==> src/top_fraction_color_average_macros.svh <==
// ---------------------------------------------------------------------------
// Assertion macros for the cloud colour average block
// Concurrent checks that can be compiled out with ASSERT_OFF.
// ---------------------------------------------------------------------------
`ifndef TOP_FRACTION_COLOR_AVERAGE_MACROS_SVH
`define TOP_FRACTION_COLOR_AVERAGE_MACROS_SVH
`ifndef ASSERT_OFF
// Same-cycle implication, checked out of reset.
`define CFA_ASSERT_IMP(lbl, clk, rst_n, ante, cons) \
  lbl: assert property (@(posedge clk) disable iff (!rst_n) (ante) |-> (cons)) \
    else $error("cfa assertion failed");
// Next-cycle implication, checked out of reset.
`define CFA_ASSERT_NXT(lbl, clk, rst_n, ante, cons) \
  lbl: assert property (@(posedge clk) disable iff (!rst_n) (ante) |=> (cons)) \
    else $error("cfa assertion failed");
`else
`define CFA_ASSERT_IMP(lbl, clk, rst_n, ante, cons)
`define CFA_ASSERT_NXT(lbl, clk, rst_n, ante, cons)
`endif
`endif

==> src/cfa_ram.sv <==
// ---------------------------------------------------------------------------
// cfa_ram
// Generic simple dual-port RAM with one write port and a registered read.
// ---------------------------------------------------------------------------
module cfa_ram #(
  parameter int WIDTH = 8,
  parameter int DEPTH = 16
) (
  input  logic                     clk,
  input  logic                     we,
  input  logic [$clog2(DEPTH)-1:0] waddr,
  input  logic [WIDTH-1:0]         wdata,
  input  logic [$clog2(DEPTH)-1:0] raddr,
  output logic [WIDTH-1:0]         rdata
);

  logic [WIDTH-1:0] mem [DEPTH];
  logic [WIDTH-1:0] rdata_r;

  // Write port and registered read port.
  always_ff @(posedge clk) begin
    if (we) begin
      mem[waddr] <= wdata;
    end
    rdata_r <= mem[raddr];
  end

  assign rdata = rdata_r;

endmodule

==> config.mk <==
export PLATFORM = sky130hd
export DESIGN_NAME = cfa_ram
export DESIGN_NICKNAME = d
export VERILOG_FILES = /design/src/top_fraction_color_average_macros.svh /design/src/cfa_ram.sv
export SDC_FILE = /design/constraint.sdc
export NUM_CORES = 1
export LEC_CHECK = 0
export ABC_AREA = 1
export BUFFER_PORTS_ARGS = -buffer_cell sky130_fd_sc_hd__buf_4
export CAP_MARGIN = 20
export CORE_MARGIN = 1
export CORE_UTILIZATION = 37
export DETAILED_ROUTE_END_ITERATION = 6
export PLACE_DENSITY = 0.52
export SETUP_SLACK_MARGIN = 0.5
export SYNTH_ARGS = -nofsm -noshare
export SYNTH_HDL_FRONTEND = slang
export SYNTH_SLANG_ARGS = --single-unit
==> constraint.sdc <==
create_clock -name clk -period 1.4 [get_ports clk]
set_clock_uncertainty 0.1 [all_clocks]
set_input_delay 0.14 -clock clk [delete_from_list [all_inputs] [get_ports clk]]
set_output_delay 0.14 -clock clk [all_outputs]
set_load 0.02 [all_outputs]
==> out/results.ini <==
[setup_path]
crit_path_start_kind = register
crit_family = flip-flops
path_cells = buf_6
crit_required_ns = 1.16
cpPeakStageDelay_ns = 0.36
crit_type = reg -> out
slowest_stage = dfxtp_2
endpoint_kind = output port
crit_buf_inv = 1
crit_arrival_ns = 0.91
path_max_fanout = 1

[clock_network]
ctsHoldBuffers = 7
ctsLongestPathBuffers = 2
cts_buffers = 17
clk_latency_ns = 0.42
cts_max_level = 4
post_cts_buffers = 0
path_clk_slew_ns = 0.06
cts_sinks = 136
cts_tree = built
cts_root_buf = clkbuf_16

[global_route]
grt_max_degree = 39
antenna_found_initial = 0
grt.total_usage_pct = 18.62
grt_pass1_wl_mm = 21.30
grt.overflow.total = 0
first_global_vias = 3667

[placement]
postPlaceCellArea_um2 = 6321
pre_cts_ws_ns = 0.04708
port-buffer-count = 25
hpwl_mm = 8.546
place_congestion = 0.7582

[pwr]
p_leak_nw = 3.106
ir_worst_vdd_uv = 887.8
p_per_area_nw_per_um2 = 1322

[detailed_routing]
drt-total-wl_mm = 13.84
drc = 0
routedWlPerCell_um = 17.42
drtPass1Iterations = 5
viasPerCell = 4.776
final_antenna_net_count = 0
drtIter0Drc = 203
num_vias = 3792

[job]
maxCapViolCount = 0

[timing]
period_share_pct = 81.86
rsz0062_at_grt = yes
slew_violations = 0
hold-worst-slack_ns = -0.02840
finalSetupTns_ns = 0
fin_crit_ns = 1.146
tightest_slew_ns = 0.4995
max_slew_margin_pct = 66.65
setup_viol = 0
setup_slack_ns = 0.2539
fmax_mhz = 872.5
hold_viol = 6

[die]
die_x_um = 126.8
die_height_um = 126.8
die-area_um2 = 16090
rows = 45
num_io_pins = 26
initial_core_util_pct = 37.93
core_area_um2 = 15200

[hold_path]
min-delay-path-class = in -> reg

[run_status]
violations = hold timing
outcome = complete, but fails checks

[layout]
final_nets = 611
insertedDiodeCount = 0
seqCellArea_um2 = 4014
drive_above_1_share_pct = 29.54
multi_input_area_um2 = 1712
syn_to_final_growth_pct = 27.75
n_fill_cell = 1383
fin_area_um2 = 7367

[synthesis]
synth_cell_types = 12
yosysWarnings = 0
synth_cells = 551
synth_largest_area_cell = edfxtp_1
synth.avg_cell_area_um2 = 10.47
yosysSeqAreaShare_pct = 69.43
yosysTopAreaCellShare_pct = 66.65
ys_seq_elements = 136
syn-num-nets = 569
synthTopCellsByArea = edfxtp_1 (67%), nand2_1 (11%), nand3_1 (8.4%)
netlist_area_um2 = 5767

## metrics by stage
step                      cells  total power, W  util [%]  hold WS, ns
final                       794        0.009737     48.46     -0.02840
after global routing        794         0.01003     48.46     -0.02729
after CTS                   794        0.009746     47.06     -0.05248
after detailed placement    755        0.005343     41.58       0.3849
after global placement      755        0.005338     41.58       0.3889
after floorplan             551        0.005058         -       0.1389
## worst reg2reg max path: stages (launching register included)
cell and delay (ns):
edfxtp_1 0.37, inv_2 0.07, nand2_2 0.05, nand3_2 0.08, nand3_2 0.10, nand3_2 0.12, nand2_2 0.06
## cell families after synthesis
logic type             share of synthesized area (%)
and+or+nand+nor                                21.05
DFF                                            69.43
buffers and inverters                          9.525
## sequential cells by signal, summed over array words and instances (netlist names)
| signal | flops |
|---|---|
| mem | 128 |
| rdata | 8 |
## Yosys cell counts, drive strengths merged
cell type and n:
inv 102, dfxtp 8, buf 24, edfxtp 128, nand2 173, nand3b 2, nand3 97, nor2 17
## report_power, final
group          leakage [nW]  switching, W  internal, W
Sequential             1.22     0.0000354      0.00456
Clock                 0.281       0.00159      0.00277
Combinational          1.60      0.000516     0.000275
Total                  3.11       0.00214      0.00760
## metal layers
metal,vias up,global-route usage [%],wire length (um),share of wire [%]
li1,1859,-,-,-
met1,1823,24.92,6289,45
met2,85,29.28,6610,48
met3,25,3.754,635,4.6
met4,0,8.543,299,2.2
met5,-,0,0,0
## worst paths after layout
check                                 to  slack, ns  cells after the start       from
worst max-delay path            rdata[4]       0.25                      1   rdata[4]
worst min-delay path            rdata[5]      -0.03                      3   raddr[3]
worst max register to register  rdata[6]       0.33                      6  mem[0][6]
worst min register to register  rdata[7]       0.58                      6  mem[1][7]
## placed cells by master (no fill, tap or decap), types with 2 or more instances in the layout
master,instances
buf_4,28
bufinv_16,3
clkinv_2,4
nand3_2,62
buf_12,4
dlygate4sd3_1,7
dfxtp_2,8
nand3_1,32
clkinv_1,3
nand2_2,13
clkbuf_1,4
nand3_4,3
clkbuf_16,17
nand2_1,156
buf_6,8
nand3b_1,2
nor2_2,8
edfxtp_1,128
inv_2,6
nor2_4,9
inv_1,95
nand2_4,4
## final cells by class
cell class                 count  share of cell area (%)
sequential                   136                   54.48
inverter                     102                   5.231
clock buffer                  21                   5.978
tap                          188                   3.193
timing repair buffer          47                   6.114
multi-input combinational    289                   23.23
clock inverter                11                   1.766
## what timing repair did
item                                    CTS  global route
endpoints found under the setup margin   16            16
endpoints found under the hold margin   103             7
resized for setup                        48            48
pin swaps                                26            33
(Power assumes the default switching activity.)
