## src/top_fraction_color_average_macros.svh

```systemverilog
// ---------------------------------------------------------------------------
// Assertion macros for the cloud colour average block
// Concurrent checks that can be compiled out with ASSERT_OFF.
// ---------------------------------------------------------------------------
`ifndef TOP_FRACTION_COLOR_AVERAGE_MACROS_SVH
`define TOP_FRACTION_COLOR_AVERAGE_MACROS_SVH
`ifndef ASSERT_OFF
// Same-cycle implication, checked out of reset.
`define CFA_ASSERT_IMP(lbl, clk, rst_n, ante, cons) \
  lbl: assert property (@(posedge clk) disable iff (!rst_n) (ante) |-> (cons)) \
    else $error("cfa assertion failed");
// Next-cycle implication, checked out of reset.
`define CFA_ASSERT_NXT(lbl, clk, rst_n, ante, cons) \
  lbl: assert property (@(posedge clk) disable iff (!rst_n) (ante) |=> (cons)) \
    else $error("cfa assertion failed");
`else
`define CFA_ASSERT_IMP(lbl, clk, rst_n, ante, cons)
`define CFA_ASSERT_NXT(lbl, clk, rst_n, ante, cons)
`endif
`endif

```

## src/cfa_pkg.sv

```systemverilog
// ---------------------------------------------------------------------------
// cfa_pkg
// Sizes, types and helper functions shared by the colour average block.
// ---------------------------------------------------------------------------
package cfa_pkg;

  localparam int MAX_PIXELS  = 65536;
  localparam int GRAY_LEVELS = 256;
  localparam int PIX_AW      = $clog2(MAX_PIXELS);
  localparam int CNT_W       = PIX_AW + 1;
  localparam int HIST_AW     = $clog2(GRAY_LEVELS);
  localparam int CH_W        = 8;
  localparam int PIX_W       = HIST_AW + 3 * CH_W;
  localparam int SUM_W       = CH_W + PIX_AW;
  localparam int RATIO_W     = 17;
  localparam int RATIO_ONE   = 65536;
  localparam int RATIO_RESET = 6554;
  localparam int BIT_W       = $clog2(CH_W);

  typedef logic [2:0][SUM_W-1:0] rgb_sum_t;
  typedef logic [2:0][CH_W-1:0]  rgb_t;

  typedef enum logic [3:0] {
    ST_CLR,
    ST_IDLE,
    ST_HINC,
    ST_KCALC,
    ST_THR_RD,
    ST_THR_CHK,
    ST_SUM_RD,
    ST_SUM_CHK,
    ST_DIV,
    ST_LOAD
  } cfa_state_t;

  // Saturate a gray level to the histogram range.
  function automatic logic [HIST_AW-1:0] sat_gray(input logic [CH_W-1:0] g);
    logic [HIST_AW-1:0] res;
    if (32'(g) >= GRAY_LEVELS) res = HIST_AW'(GRAY_LEVELS - 1);
    else res = HIST_AW'(g);
    return res;
  endfunction

endpackage

```

## src/cfa_div.sv

```systemverilog
// ---------------------------------------------------------------------------
// cfa_div
// Restoring divider producing three 8-bit channel means, one bit a cycle.
// ---------------------------------------------------------------------------
module cfa_div (
  input  logic                    clk,
  input  logic                    rst_n,
  input  logic                    start,
  input  logic [cfa_pkg::CNT_W-1:0] k,
  input  cfa_pkg::rgb_sum_t       sums,
  output logic                    done,
  output cfa_pkg::rgb_t           quot
);
  import cfa_pkg::*;

  logic             busy_r, busy_nxt;
  logic             done_r, done_nxt;
  logic [BIT_W-1:0] bit_r, bit_nxt;
  rgb_sum_t         rem_r, rem_nxt;
  rgb_t             q_r, q_nxt;
  logic [SUM_W:0]   dsh;

  // One quotient bit per channel per cycle, most significant first.
  always_comb begin
    busy_nxt = busy_r;
    done_nxt = 1'b0;
    bit_nxt  = bit_r;
    rem_nxt  = rem_r;
    q_nxt    = q_r;
    dsh      = (SUM_W + 1)'(k) << bit_r;
    if (start) begin
      busy_nxt = 1'b1;
      bit_nxt  = BIT_W'(CH_W - 1);
      rem_nxt  = sums;
      q_nxt    = '0;
    end else if (busy_r) begin
      for (int c = 0; c < 3; c++) begin
        if ({1'b0, rem_r[c]} >= dsh) begin
          rem_nxt[c]      = SUM_W'({1'b0, rem_r[c]} - dsh);
          q_nxt[c][bit_r] = 1'b1;
        end
      end
      bit_nxt = bit_r - 1'b1;
      if (bit_r == '0) begin
        busy_nxt = 1'b0;
        done_nxt = 1'b1;
      end
    end
  end

  always_ff @(posedge clk) begin
    if (!rst_n) begin
      busy_r <= 1'b0;
      done_r <= 1'b0;
    end else begin
      busy_r <= busy_nxt;
      done_r <= done_nxt;
    end
    bit_r <= bit_nxt;
    rem_r <= rem_nxt;
    q_r   <= q_nxt;
  end

  assign done = done_r;
  assign quot = q_r;

endmodule

```

## config.mk

```make
export PLATFORM = sky130hd
export DESIGN_NAME = cfa_div
export DESIGN_NICKNAME = d
export VERILOG_FILES = /design/src/top_fraction_color_average_macros.svh /design/src/cfa_pkg.sv /design/src/cfa_div.sv
export SDC_FILE = /design/constraint.sdc
export NUM_CORES = 1
export LEC_CHECK = 0
export ABC_CLOCK_PERIOD_IN_PS = 6000
export BUFFER_PORTS_ARGS = -buffer_cell sky130_fd_sc_hd__buf_2
export CORE_UTILIZATION = 35
export CTS_BUF_LIST = sky130_fd_sc_hd__clkbuf_2
export CTS_CLUSTER_SIZE = 30
export DETAILED_ROUTE_END_ITERATION = 8
export PLACE_DENSITY_LB_ADDON = 0.25
export SLEW_MARGIN = 0
export SYNTH_ARGS = -nofsm -noshare
export SYNTH_HDL_FRONTEND = slang
export SYNTH_SLANG_ARGS = --single-unit
```

## constraint.sdc

```tcl
create_clock -name clk -period 6 [get_ports clk]
set_input_delay 0 -clock clk [delete_from_list [all_inputs] [get_ports clk]]
set_output_delay 0 -clock clk [all_outputs]
set_load 0.01 [all_outputs]
```

==> implementation parameters, run 1 <==
Parameter                              Value

Yosys
  Top cells by area in the synthesized netlist ... sky130_fd_sc_hd__edfxtp_1 26%, sky130_fd_sc_hd__ha_1 11%, sky130_fd_sc_hd__dfxtp_1 6.9%
  Share of synthesized registers carrying an async set or reset ... 0%
  Primary flip-flop cell chosen by synthesis mapping ... sky130_fd_sc_hd__edfxtp_1
  Distinct cell type count after synthesis ... just under 70
  Synthesized area ... roughly 8400 sq um
  Mux cell area share after synthesis ... 5.80%
  Synthesized netlist cell count ... slightly below 1,000
  Average size of a mapped cell ... 8.65 sq um
  Net Count, Synth ... roughly 1,100
  Adder-Cell Fraction of Synth Area ... a little under an eighth
  Count leader, synth ... sky130_fd_sc_hd__nand2_1
  Compound-cell area share of the yosys netlist ... about a quarter
  Sequential share of the synthesized area ... 32.5%
  Number of enable-type register cells in the synthesized netlist ... 72
  Combinational family with the most area after synthesis ... compound AO/OA/AOI/OAI gates
  Yosys top cell by area ... sky130_fd_sc_hd__edfxtp_1
  Synthesized-area fraction occupied by and/or/nand/nor cells ... between 15 and 20%
  Warnings, synthesis ... 0
  Most frequent cells after synthesis ... 122 x sky130_fd_sc_hd__nand2_1, 109 x sky130_fd_sc_hd__o21ai_0, 79 x sky130_fd_sc_hd__a21oi_1, 74 x sky130_fd_sc_hd__ha_1, 72 x sky130_fd_sc_hd__edfxtp_1
  Flop and latch count out of synthesis ... slightly above 100
  Xor and xnor fraction of the mapped netlist area ... under 10%
  Yosys top cell area share ... approximately a quarter

Global route
  GR Util All Layers ... ~23%
  Gr ovfl total ... 0
  Via count of the first global-routing pass ... 7,811
  Wire length of the first global-routing pass ... around 43,000 um
  Antenna violations before repair ... 1
  Largest net degree at the start of global routing ... 80

Timing
  Time the final worst path needs with I/O delays and setup ... 5.06 ns
  Number of failing setup endpoints in the final timing report ... 0
  Relative max-transition margin ... a little over a third
  Setup Total Neg Slack ... 0 ns
  RSZ-0062 raised after global routing ... no
  Worst Max-Slew Pin Slew ... approximately 0.95 ns
  Fin. Hold Viols ... 0
  Peak Freq ... between 150 and 200 MHz
  Final cycle utilization of the critical path ... a little over four fifths
  Slew Viols, Final ... 0
  Worst clock skew ... around 0.054 ns

Place
  IO buf count ... about 120
  Final HPWL DP ... 20,100 um
  Final weighted congestion of routability-driven global placement ... slightly above 0.9

Route
  Count of vias placed by the detailed router ... roughly 8,300
  Post-detailed-route DRC marker count ... 0
  Detailed-route wire length ... about 28,000 um
  Wirelength per Cell ... approximately 19 um
  Number of nets with antenna violations after detailed routing ... 0
  Initial DRC count ... roughly 700
  Drt first pass iters ... 5
  Average vias per placed instance ... 5.54

CTS
  Clock tree from TritonCTS ... yes
  Buffers inserted by post-CTS timing repair ... 0
  Clock transition at the register clock pins on the worst setup and hold paths after CTS ... about 0.38 ns
  # clock sinks ... a little over 100
  Maximum clock insertion buffer count ... 2
  Number of H-tree levels ... 3
  Clock root buffer ... sky130_fd_sc_hd__clkbuf_2
  Source-to-sink clock delay at the later pin of the worst-skew pair ... ~0.70 ns
  Clock buffers created by TritonCTS ... 9

Worst hold path
  Worst min-delay path startpoint ... start
  Hold/Removal Path Class ... in -> reg

Power and ir drop
  Proportion of total power due to net switching ... a little under half
  Switch Pwr ... about 1.7 mW
  Peak supply drop ... about 150 uV
  Clk pwr share ... around a tenth
  Combinational power share ... 61.3%
  Internal power component ... roughly 2 mW
  Power density over the cells ... around 360 nW/um^2
  Seq pwr share ... ~29%
  Static leakage power ... 4.39 nW

Die
  Vertical extent of the die ... 157 um
  Floorplan row count ... 56
  Area of the core ... ~24,000 sq um
  DIE AREA ... 24,700 sq um
  Die width ... around 160 um
  Initial Util ... ~36%
  Boundary Pins ... 117

Setup path
  Critical path arrival ... 5.60 ns
  Largest fanout of any net on the critical path ... 17
  Critical Path RT ... ~6.5 ns
  Worst reg2reg startpoint ... bit_r[0]
  CP startpoint ... bit_r[0]
  Crit path capture type ... register
  Startpoint class of the critical path ... register
  Crit Path Class ... reg -> reg

Final layout
  Fraction of the core area covered by cells at the end of the flow ... about 45%
  Area growth from synthesis to layout ... 24.6%
  FILL cells ... between 2,000 and 2,500
  Nets ... approximately 1,300
  Layout cell share with drive strength beyond 1 ... around 14%

Flow run
  Count of max-cap constraint violations ... 0

Run status
  Outcome ... finished clean
==> layout by cell type, fill, tap and decap left out, types with 27 or more instances in the layout <==
| cell type | count |
|---|---|
| sky130_fd_sc_hd__nand3_1 | 32 |
| sky130_fd_sc_hd__o21ai_0 | 107 |
| sky130_fd_sc_hd__nor2_1 | 54 |
| sky130_fd_sc_hd__edfxtp_1 | 72 |
| sky130_fd_sc_hd__buf_2 | 115 |
| sky130_fd_sc_hd__ha_1 | 74 |
| sky130_fd_sc_hd__a21o_1 | 27 |
| sky130_fd_sc_hd__a21oi_1 | 79 |
| sky130_fd_sc_hd__dfxtp_1 | 29 |
| sky130_fd_sc_hd__dlygate4sd3_1 | 107 |
| sky130_fd_sc_hd__nand2_1 | 122 |
==> area by class of cell <==
type / count / area [sq um] / share of cell area, %
Antenna cell: 1 / 2.50 / 0.0238
Inverter: 25 / 93.8 / 0.893
Multi-Input combinational cell: 798 / 5410 / 51.5
Tap cell: 319 / 399 / 3.80
Clock buffer: 9 / 45.0 / 0.428
Clock inverter: 7 / 76.3 / 0.726
Sequential cell: 101 / 2740 / 26.1
Timing Repair Buffer: 235 / 1740 / 16.6
==> metrics by stage <==
step                cells  instance area (sq um)  setup WS, ns  total power, mW  hold slack, ns
floorplan             975                   8440         0.680             2.69           0.153
global placement     1371                   9320          1.27             3.23           0.262
detailed placement   1371                   9320          1.20             3.23           0.275
CTS                  1494                  10500         0.925             3.72        0.000199
global route         1495                  10500         0.713             4.05          0.0419
finish               1495                  10500         0.935             3.75          0.0317
==> cell families (layout without fill, tap and decap cells) <==
logic type | after synthesis | after routing
mux | 38 | 38
fa+ha+maj | 77 | 77
compound gates | 333 | 333
buf+inv | 76 | 276
xor+xnor | 48 | 48
simple gates | 302 | 302
flops | 101 | 101
other cells | 0 | 1
==> power by group through the flow <==
stage | combinational (mW) | clock [mW] | sequential (mW)
after detailed placement | 2.14 | 0 | 1.09
after global routing | 2.56 | 0.403 | 1.09
final | 2.30 | 0.373 | 1.08
after global placement | 2.14 | 0 | 1.09
after CTS | 2.26 | 0.383 | 1.08
after floorplan | 1.64 | 0 | 1.05
==> repair_timing <==
| action | in CTS | in global routing |
|---|---|---|
| hold buffers | 107 | 0 |
| endpoints found under the setup margin | 0 | 0 |
| resized for setup | 0 | 0 |
| hold endpoints to repair | 74 | 0 |
==> sequential cells by signal (all words and copies together) (netlist names) <==
register / flops
busy_r: 1
rem_r: 72
quot: 24
done: 1
bit_r: 3
==> critical path, stage by stage (launching register included) <==
cell	delay, ns
sky130_fd_sc_hd__dfxtp_1	0.89
sky130_fd_sc_hd__buf_4	0.30
sky130_fd_sc_hd__mux4_2	0.52
sky130_fd_sc_hd__mux2i_1	0.55
sky130_fd_sc_hd__ha_1	0.44
sky130_fd_sc_hd__a21oi_1	0.21
sky130_fd_sc_hd__nand2_1	0.07
sky130_fd_sc_hd__o21ai_0	0.28
sky130_fd_sc_hd__a31oi_1	0.28
sky130_fd_sc_hd__a31oi_1	0.52
sky130_fd_sc_hd__xor2_1	0.18
sky130_fd_sc_hd__o21ai_0	0.07
sky130_fd_sc_hd__dlygate4sd3_1	0.60
==> metal layers <==
| layer | vias to the layer above | GRT usage, % | part of all wire (%) |
|---|---|---|---|
| li1 | 4047 | - | - |
| met1 | 3911 | 31.4 | 47 |
| met2 | 288 | 36.5 | 45 |
| met3 | 36 | 2.70 | 5.5 |
| met4 | 0 | 8.18 | 2.6 |
| met5 | - | 0 | 0 |
==> path summary, 6_finish.rpt <==
path / endpoint / slack, ns / depth (start not counted)
setup / recovery: rem_r[38] / 0.94 / 12
hold reg to reg: quot[0] / 0.48 / 1
hold / removal: rem_r[37] / 0.03 / 2
setup reg to reg: rem_r[38] / 0.94 / 12
Power figures use the tool's default switching activity.
==> inputs of run 2 (changes only) <==
- ABC_CLOCK_PERIOD_IN_PS: 6000 -> 4700
- clock period: 6 -> 4.7 ns (I/O delays scaled with it)
==> implementation parameters, run 2 (synthesis results as in run 1) <==
Parameter                              Value

Run status
  Outcome ... finished clean (unchanged)

Timing
  Final cycle utilization of the critical path ... 94.2% (was 84.4%)
  Peak Freq ... 226 MHz (was 197 MHz)
  RSZ-0062 raised after global routing ... no (unchanged)
  WHS ... 0.0879 ns (was 0.0317 ns)
  Time the final worst path needs with I/O delays and setup ... 4.43 ns (was 5.06 ns)
  Number of failing setup endpoints in the final timing report ... 0 (unchanged)
  Relative max-transition margin ... 42.3% (was 34.8%)
  Worst clock skew ... 0.0250 ns (was 0.0541 ns)
  Slew Viols, Final ... 0 (unchanged)
  Worst Max-Slew Pin Slew ... 0.864 ns (was 0.950 ns)
  Setup Total Neg Slack ... 0 ns (unchanged)
  Fin. Hold Viols ... 0 (unchanged)

Final layout
  Flip-flop count of the largest register after layout ... 72 (unchanged)
  Nets ... 1,360 (was 1,339)
  Area growth from synthesis to layout ... 26.7% (was 24.6%)
  Most used cells in the layout excluding fill and tap cells ... 122 x sky130_fd_sc_hd__nand2_1, 115 x sky130_fd_sc_hd__buf_2, 109 x sky130_fd_sc_hd__dlygate4sd3_1 (was 122 x sky130_fd_sc_hd__nand2_1, 115 x sky130_fd_sc_hd__buf_2, 107 x sky130_fd_sc_hd__o21ai_0, 107 x sky130_fd_sc_hd__dlygate4sd3_1, 79 x sky130_fd_sc_hd__a21oi_1)
  Layout cell share with drive strength beyond 1 ... 15.9% (was 14.5%)
  Post-route non-filler standard cell count ... 1,516 (was 1,495)
  Most common cell after layout, fill and taps aside ... sky130_fd_sc_hd__nand2_1 (unchanged)
  Most flops, register ... rem_r (unchanged)

Setup path
  Critical Path RT ... 5.18 ns (was 6.53 ns)
  Number of cells on the worst reg-to-reg path ... 13 (was 12)
  Startpoint class of the critical path ... register (unchanged)
  Largest fanout of any net on the critical path ... 12 (was 17)
  Crit Path Class ... reg -> reg (unchanged)
  Worst setup slack for register-to-register paths ... 0.27 ns (was 0.94 ns)
  Crit path capture type ... register (unchanged)
  Worst reg2reg startpoint ... bit_r[1] (was bit_r[0])
  Critical path arrival ... 4.91 ns (was 5.60 ns)
  Capturing point of the worst reg2reg path ... rem_r[16] (was rem_r[38])

Route
  Post-detailed-route DRC marker count ... 0 (unchanged)
  Drt first pass iters ... 5 (unchanged)
  Count of vias placed by the detailed router ... 8,224 (was 8,282)
  Average vias per placed instance ... 5.42 (was 5.54)
  Initial DRC count ... 659 (was 703)
  Detailed-route wire length ... 27,600 um (was 27,900 um)
  Number of nets with antenna violations after detailed routing ... 0 (unchanged)
  Wirelength per Cell ... 18.2 um (was 18.6 um)

Worst hold path
  Hold/Removal Path Class ... in -> reg (unchanged)
  Worst min-delay path startpoint ... rst_n (was start)
  Depth of the worst hold-timing path ... 3 (was 2)
  Hold Crit Endpoint ... busy_r (was rem_r[37])

Global route
  Antenna violations before repair ... 1 (unchanged)
  Wire length of the first global-routing pass ... 42,900 um (was 42,800 um)
  Largest net degree at the start of global routing ... 63 (was 80)
  Via count of the first global-routing pass ... 7,857 (was 7,811)
  GR Util All Layers ... 22.7% (was 22.8%)
  Gr ovfl total ... 0 (unchanged)

Die
  DIE AREA ... 24,700 sq um (unchanged)
  Die width ... 157 um (unchanged)
  Boundary Pins ... 117 (unchanged)
  Area of the core ... 23,500 sq um (unchanged)
  Initial Util ... 35.8% (unchanged)
  Vertical extent of the die ... 157 um (unchanged)
  Floorplan row count ... 56 (unchanged)

Power and ir drop
  Static leakage power ... 4.47 nW (was 4.39 nW)
  Power density over the cells ... 450 nW/um^2 (was 357 nW/um^2)
  Peak supply drop ... 175 uV (was 145 uV)

Place
  Final weighted congestion of routability-driven global placement ... 0.939 (was 0.919)
  IO buf count ... 116 (unchanged)
  Final HPWL DP ... 20,900 um (was 20,100 um)
  Total instance count after detailed placement ... 1,390 (was 1,371)

Flow run
  Count of max-cap constraint violations ... 0 (unchanged)

CTS
  Clock root buffer ... sky130_fd_sc_hd__clkbuf_2 (unchanged)
  Source-to-sink clock delay at the later pin of the worst-skew pair ... 0.68 ns (was 0.70 ns)
  Clock transition at the register clock pins on the worst setup and hold paths after CTS ... 0.35 ns (was 0.38 ns)
  Number of H-tree levels ... 3 (unchanged)
  # clock sinks ... 101 (unchanged)
  Clock tree from TritonCTS ... yes (unchanged)
  Clock buffers created by TritonCTS ... 9 (unchanged)
  Maximum clock insertion buffer count ... 2 (unchanged)
[run 2: changes by cell type in the layout (fill, tap and decap cells not counted), sizes merged]
cell         delta
buf            +19
clkinv          -1
dlygate4sd3     +2
inv             +1
[run 2: cell type report]
class                   count  area [sq um]
diodes                      1          2.50
flip-flops and latches    101          2740
multi-input cells         798          5410
repair buffers            256          1920
clock buffers               9          45.0
well taps                 319           399
clock inverters             7          73.8
fillers                  2391         12900
inverters                  25          93.8
[run 2: routing by layer]
layer	wire length [um]	vias up	share of wire, %	GRT usage, %
li1	-	4081	-	-
met1	13600	3878	49	32.3
met2	12200	239	44	35.7
met3	1400	26	5.1	3.58
met4	378	0	1.4	5.13
met5	0	-	0	0
[run 2: power by group]
part / internal (mW) / switching, mW / leakage [nW]
Sequential: 1.26 / 0.119 / 0.955
Combinational: 1.22 / 1.73 / 3.45
Clock: 0.0938 / 0.377 / 0.0741
[run 2: critical path, cell delays in order, from the launching register on]
cell and delay, ns:
sky130_fd_sc_hd__dfxtp_1 0.62, sky130_fd_sc_hd__buf_4 0.27, sky130_fd_sc_hd__mux4_2 0.35, sky130_fd_sc_hd__mux2i_1 0.54
sky130_fd_sc_hd__buf_4 0.26, sky130_fd_sc_hd__ha_1 0.28, sky130_fd_sc_hd__nand2_1 0.13, sky130_fd_sc_hd__o21ai_0 0.12
sky130_fd_sc_hd__or3_1 0.37, sky130_fd_sc_hd__o21ai_2 0.20, sky130_fd_sc_hd__o221ai_1 0.20, sky130_fd_sc_hd__xnor2_1 0.21
sky130_fd_sc_hd__o21ai_0 0.09, sky130_fd_sc_hd__dlygate4sd3_1 0.58
[run 2: how the worst max path moves through the flow]
stage / from / end / slack (ns) / depth (start not counted)
floorplan: bit_r[1] / rem_r[24] / 0.03 / 15
global placement: bit_r[0] / rem_r[69] / 0.40 / 10
detailed placement: bit_r[0] / rem_r[69] / 0.41 / 10
CTS: bit_r[0] / rem_r[16] / 0.14 / 12
global route: bit_r[1] / rem_r[16] / 0.08 / 13
finish: bit_r[1] / rem_r[16] / 0.27 / 13
[run 2: what timing repair did]
action,4_1_cts,5_1_grt
hold buffers,108,1
hold endpoints to repair,74,1
resized for setup,0,1
buffers inserted,0,0
setup endpoints to repair,0,1
[run 2: per-stage QoR]
stage	util [%]	worst slack (ns)	total power [mW]	area, sq um
finish	45.4	0.273	4.81	10700
global route	45.4	0.0830	5.19	10700
CTS	45.3	0.137	4.77	10700
detailed placement	40.2	0.409	4.18	9470
global placement	40.2	0.398	4.18	9470
floorplan	-	0.0325	3.43	8440
==> inputs of run 3 (changes only) <==
- PLACE_DENSITY_LB_ADDON: 0.25 -> default
==> implementation parameters, run 3 (synthesis results as in run 1) <==
Parameter                              Value

Run status
  Outcome ... finished clean (unchanged)

Final layout
  FILL cells ... 2,412 (was 2,391)
  Most common cell after layout, fill and taps aside ... sky130_fd_sc_hd__nand2_1 (unchanged)
  Nets ... 1,353 (was 1,360)
  Post-route non-filler standard cell count ... 1,509 (was 1,516)
  Area growth from synthesis to layout ... 26.6% (was 26.7%)
  Layout cell share with drive strength beyond 1 ... 15.9% (about the same)
  Flip-flop count of the largest register after layout ... 72 (unchanged)
  Most used cells in the layout excluding fill and tap cells ... 122 x sky130_fd_sc_hd__nand2_1, 115 x sky130_fd_sc_hd__buf_2, 109 x sky130_fd_sc_hd__dlygate4sd3_1 (unchanged)
  Finished layout cell area ... 10,700 sq um (about the same)
  Most flops, register ... rem_r (unchanged)

Timing
  Fin. Hold Viols ... 0 (unchanged)
  Setup Total Neg Slack ... 0 ns (unchanged)
  Worst Max-Slew Pin Slew ... 0.946 ns (was 0.864 ns)
  RSZ-0062 raised after global routing ... no (unchanged)
  Worst clock skew ... 0.0285 ns (was 0.0250 ns)
  Post-route worst setup slack ... 0.214 ns (was 0.273 ns)
  WHS ... 0.0857 ns (was 0.0879 ns)
  Slew Viols, Final ... 0 (unchanged)
  Relative max-transition margin ... 36.9% (was 42.3%)
  Final cycle utilization of the critical path ... 95.5% (was 94.2%)
  Time the final worst path needs with I/O delays and setup ... 4.49 ns (was 4.43 ns)
  Peak Freq ... 223 MHz (was 226 MHz)
  Number of failing setup endpoints in the final timing report ... 0 (unchanged)

Power and ir drop
  Proportion of total power due to net switching ... 46.0% (was 46.4%)
  Switch Pwr ... 2.22 mW (was 2.23 mW)
  Static leakage power ... 4.45 nW (was 4.47 nW)
  Peak supply drop ... 180 uV (was 175 uV)
  Clk pwr share ... 10.2% (was 9.8%)
  Internal power component ... 2.61 mW (was 2.58 mW)
  Combinational power share ... 61.8% (was 61.5%)
  Power density over the cells ... 452 nW/um^2 (was 450 nW/um^2)
  Seq pwr share ... 28.0% (was 28.7%)

Place
  IO buf count ... 116 (unchanged)
  Minimum setup slack after placement ... 0.395 ns (was 0.409 ns)
  Final HPWL DP ... 19,900 um (was 20,900 um)
  Final weighted congestion of routability-driven global placement ... 0.938 (was 0.939)
  Total instance count after detailed placement ... 1,383 (was 1,390)
  Placed Instance Area ... 9430 sq um (was 9470 sq um)

Route
  Post-detailed-route DRC marker count ... 0 (unchanged)
  Initial DRC count ... 855 (was 659)
  Wirelength per Cell ... 17.8 um (was 18.2 um)
  Number of nets with antenna violations after detailed routing ... 0 (unchanged)
  Average vias per placed instance ... 5.55 (was 5.42)
  Drt first pass iters ... 5 (unchanged)
  Detailed-route wire length ... 26,800 um (was 27,600 um)
  Count of vias placed by the detailed router ... 8,379 (was 8,224)

Global route
  Largest net degree at the start of global routing ... 100 (was 63)
  Antenna violations before repair ... 1 (unchanged)
  Wire length of the first global-routing pass ... 42,100 um (was 42,900 um)
  Gr ovfl total ... 0 (unchanged)
  Via count of the first global-routing pass ... 7,881 (was 7,857)
  GR Util All Layers ... 22.1% (was 22.7%)

Die
  Floorplan row count ... 56 (unchanged)
  Initial Util ... 35.8% (unchanged)
  Area of the core ... 23,500 sq um (unchanged)
  Vertical extent of the die ... 157 um (unchanged)
  DIE AREA ... 24,700 sq um (unchanged)
  Boundary Pins ... 117 (unchanged)
  Die width ... 157 um (unchanged)

Setup path
  Crit path capture type ... register (unchanged)
  Critical path arrival ... 5.04 ns (was 4.91 ns)
  Crit Path Class ... reg -> reg (unchanged)
  Largest fanout of any net on the critical path ... 22 (was 12)
  Startpoint class of the critical path ... register (unchanged)
  Critical Path RT ... 5.26 ns (was 5.18 ns)

CTS
  Clock transition at the register clock pins on the worst setup and hold paths after CTS ... 0.36 ns (was 0.35 ns)
  Clock root buffer ... sky130_fd_sc_hd__clkbuf_2 (unchanged)
  Maximum clock insertion buffer count ... 2 (unchanged)
  Source-to-sink clock delay at the later pin of the worst-skew pair ... 0.68 ns (about the same)
  Number of H-tree levels ... 3 (unchanged)
  Clock buffers created by TritonCTS ... 9 (unchanged)
  Clock tree from TritonCTS ... yes (unchanged)
  # clock sinks ... 101 (unchanged)

Worst hold path
  Hold/Removal Path Class ... in -> reg (unchanged)

Flow run
  Count of max-cap constraint violations ... 0 (unchanged)
## run 3: cell count changes in the layout (fill, tap and decap cells not counted), sizes merged
| cell | change |
|---|---|
| clkinvlp | +1 |
| buf | -7 |
| clkinv | -1 |
## run 3: worst paths after layout
path	cells past startpoint	to	start	slack, ns
setup / recovery	13	rem_r[40]	bit_r[0]	0.21
hold / removal	3	rem_r[42]	start	0.09
setup reg to reg	13	rem_r[40]	bit_r[0]	0.21
hold reg to reg	1	quot[14]	quot[14]	0.48
## run 3: repair_timing
action,CTS,global route
hold endpoints to repair,74,0
hold buffers,109,0
setup buffers,0,0
endpoints found under the setup margin,0,2
gates resized for setup,0,7
## run 3: layer usage
layer	part of all wire (%)	vias to the layer above	track usage [%]	routed length, um
met3	6.7	36	2.92	1790
met5	0	-	0	0
li1	-	4079	-	-
met4	1.9	0	6.70	503
met2	46	310	35.8	12200
met1	46	3954	30.5	12300
## run 3: area by class of cell
class                      count  area [sq um]  share of cell area [%]
clock inverter                 7          83.8                   0.785
tap                          319           399                    3.74
inverter                      25          97.6                   0.913
antenna                        1          2.50                  0.0234
timing repair buffer         249          1880                    17.6
sequential                   101          2740                    25.7
clock buffer                   9          45.0                   0.422
multi-input combinational    798          5430                    50.9
## run 3: stage by stage
step	total power, mW	util (%)
global placement	4.13	40.1
floorplan	3.43	-
CTS	4.79	45.3
finish	4.83	45.4
detailed placement	4.13	40.1
global route	5.23	45.4
## run 3: power groups by stage
| stage | clock network (mW) | logic [mW] | registers, mW |
|---|---|---|---|
| 2_1_floorplan | 0 | 2.10 | 1.34 |
| 4_1_cts | 0.506 | 2.93 | 1.35 |
| 3_3_place_gp | 0 | 2.75 | 1.38 |
| 5_1_grt | 0.530 | 3.33 | 1.37 |
| 6_report | 0.494 | 2.99 | 1.35 |
| 3_5_place_dp | 0 | 2.76 | 1.37 |
## run 3: critical path, stage by stage, from the launching register on
cell and delay [ns]:
sky130_fd_sc_hd__dfxtp_1 0.41, sky130_fd_sc_hd__buf_4 0.30, sky130_fd_sc_hd__mux4_2 0.59, sky130_fd_sc_hd__mux2i_2 0.34
sky130_fd_sc_hd__buf_4 0.21, sky130_fd_sc_hd__ha_1 0.30, sky130_fd_sc_hd__a21oi_1 0.20, sky130_fd_sc_hd__nand2_1 0.06
sky130_fd_sc_hd__o21ai_0 0.33, sky130_fd_sc_hd__a31oi_2 0.23, sky130_fd_sc_hd__a31oi_2 0.37, sky130_fd_sc_hd__nor3_1 0.09
sky130_fd_sc_hd__a311oi_1 0.31, sky130_fd_sc_hd__dlygate4sd3_1 0.60
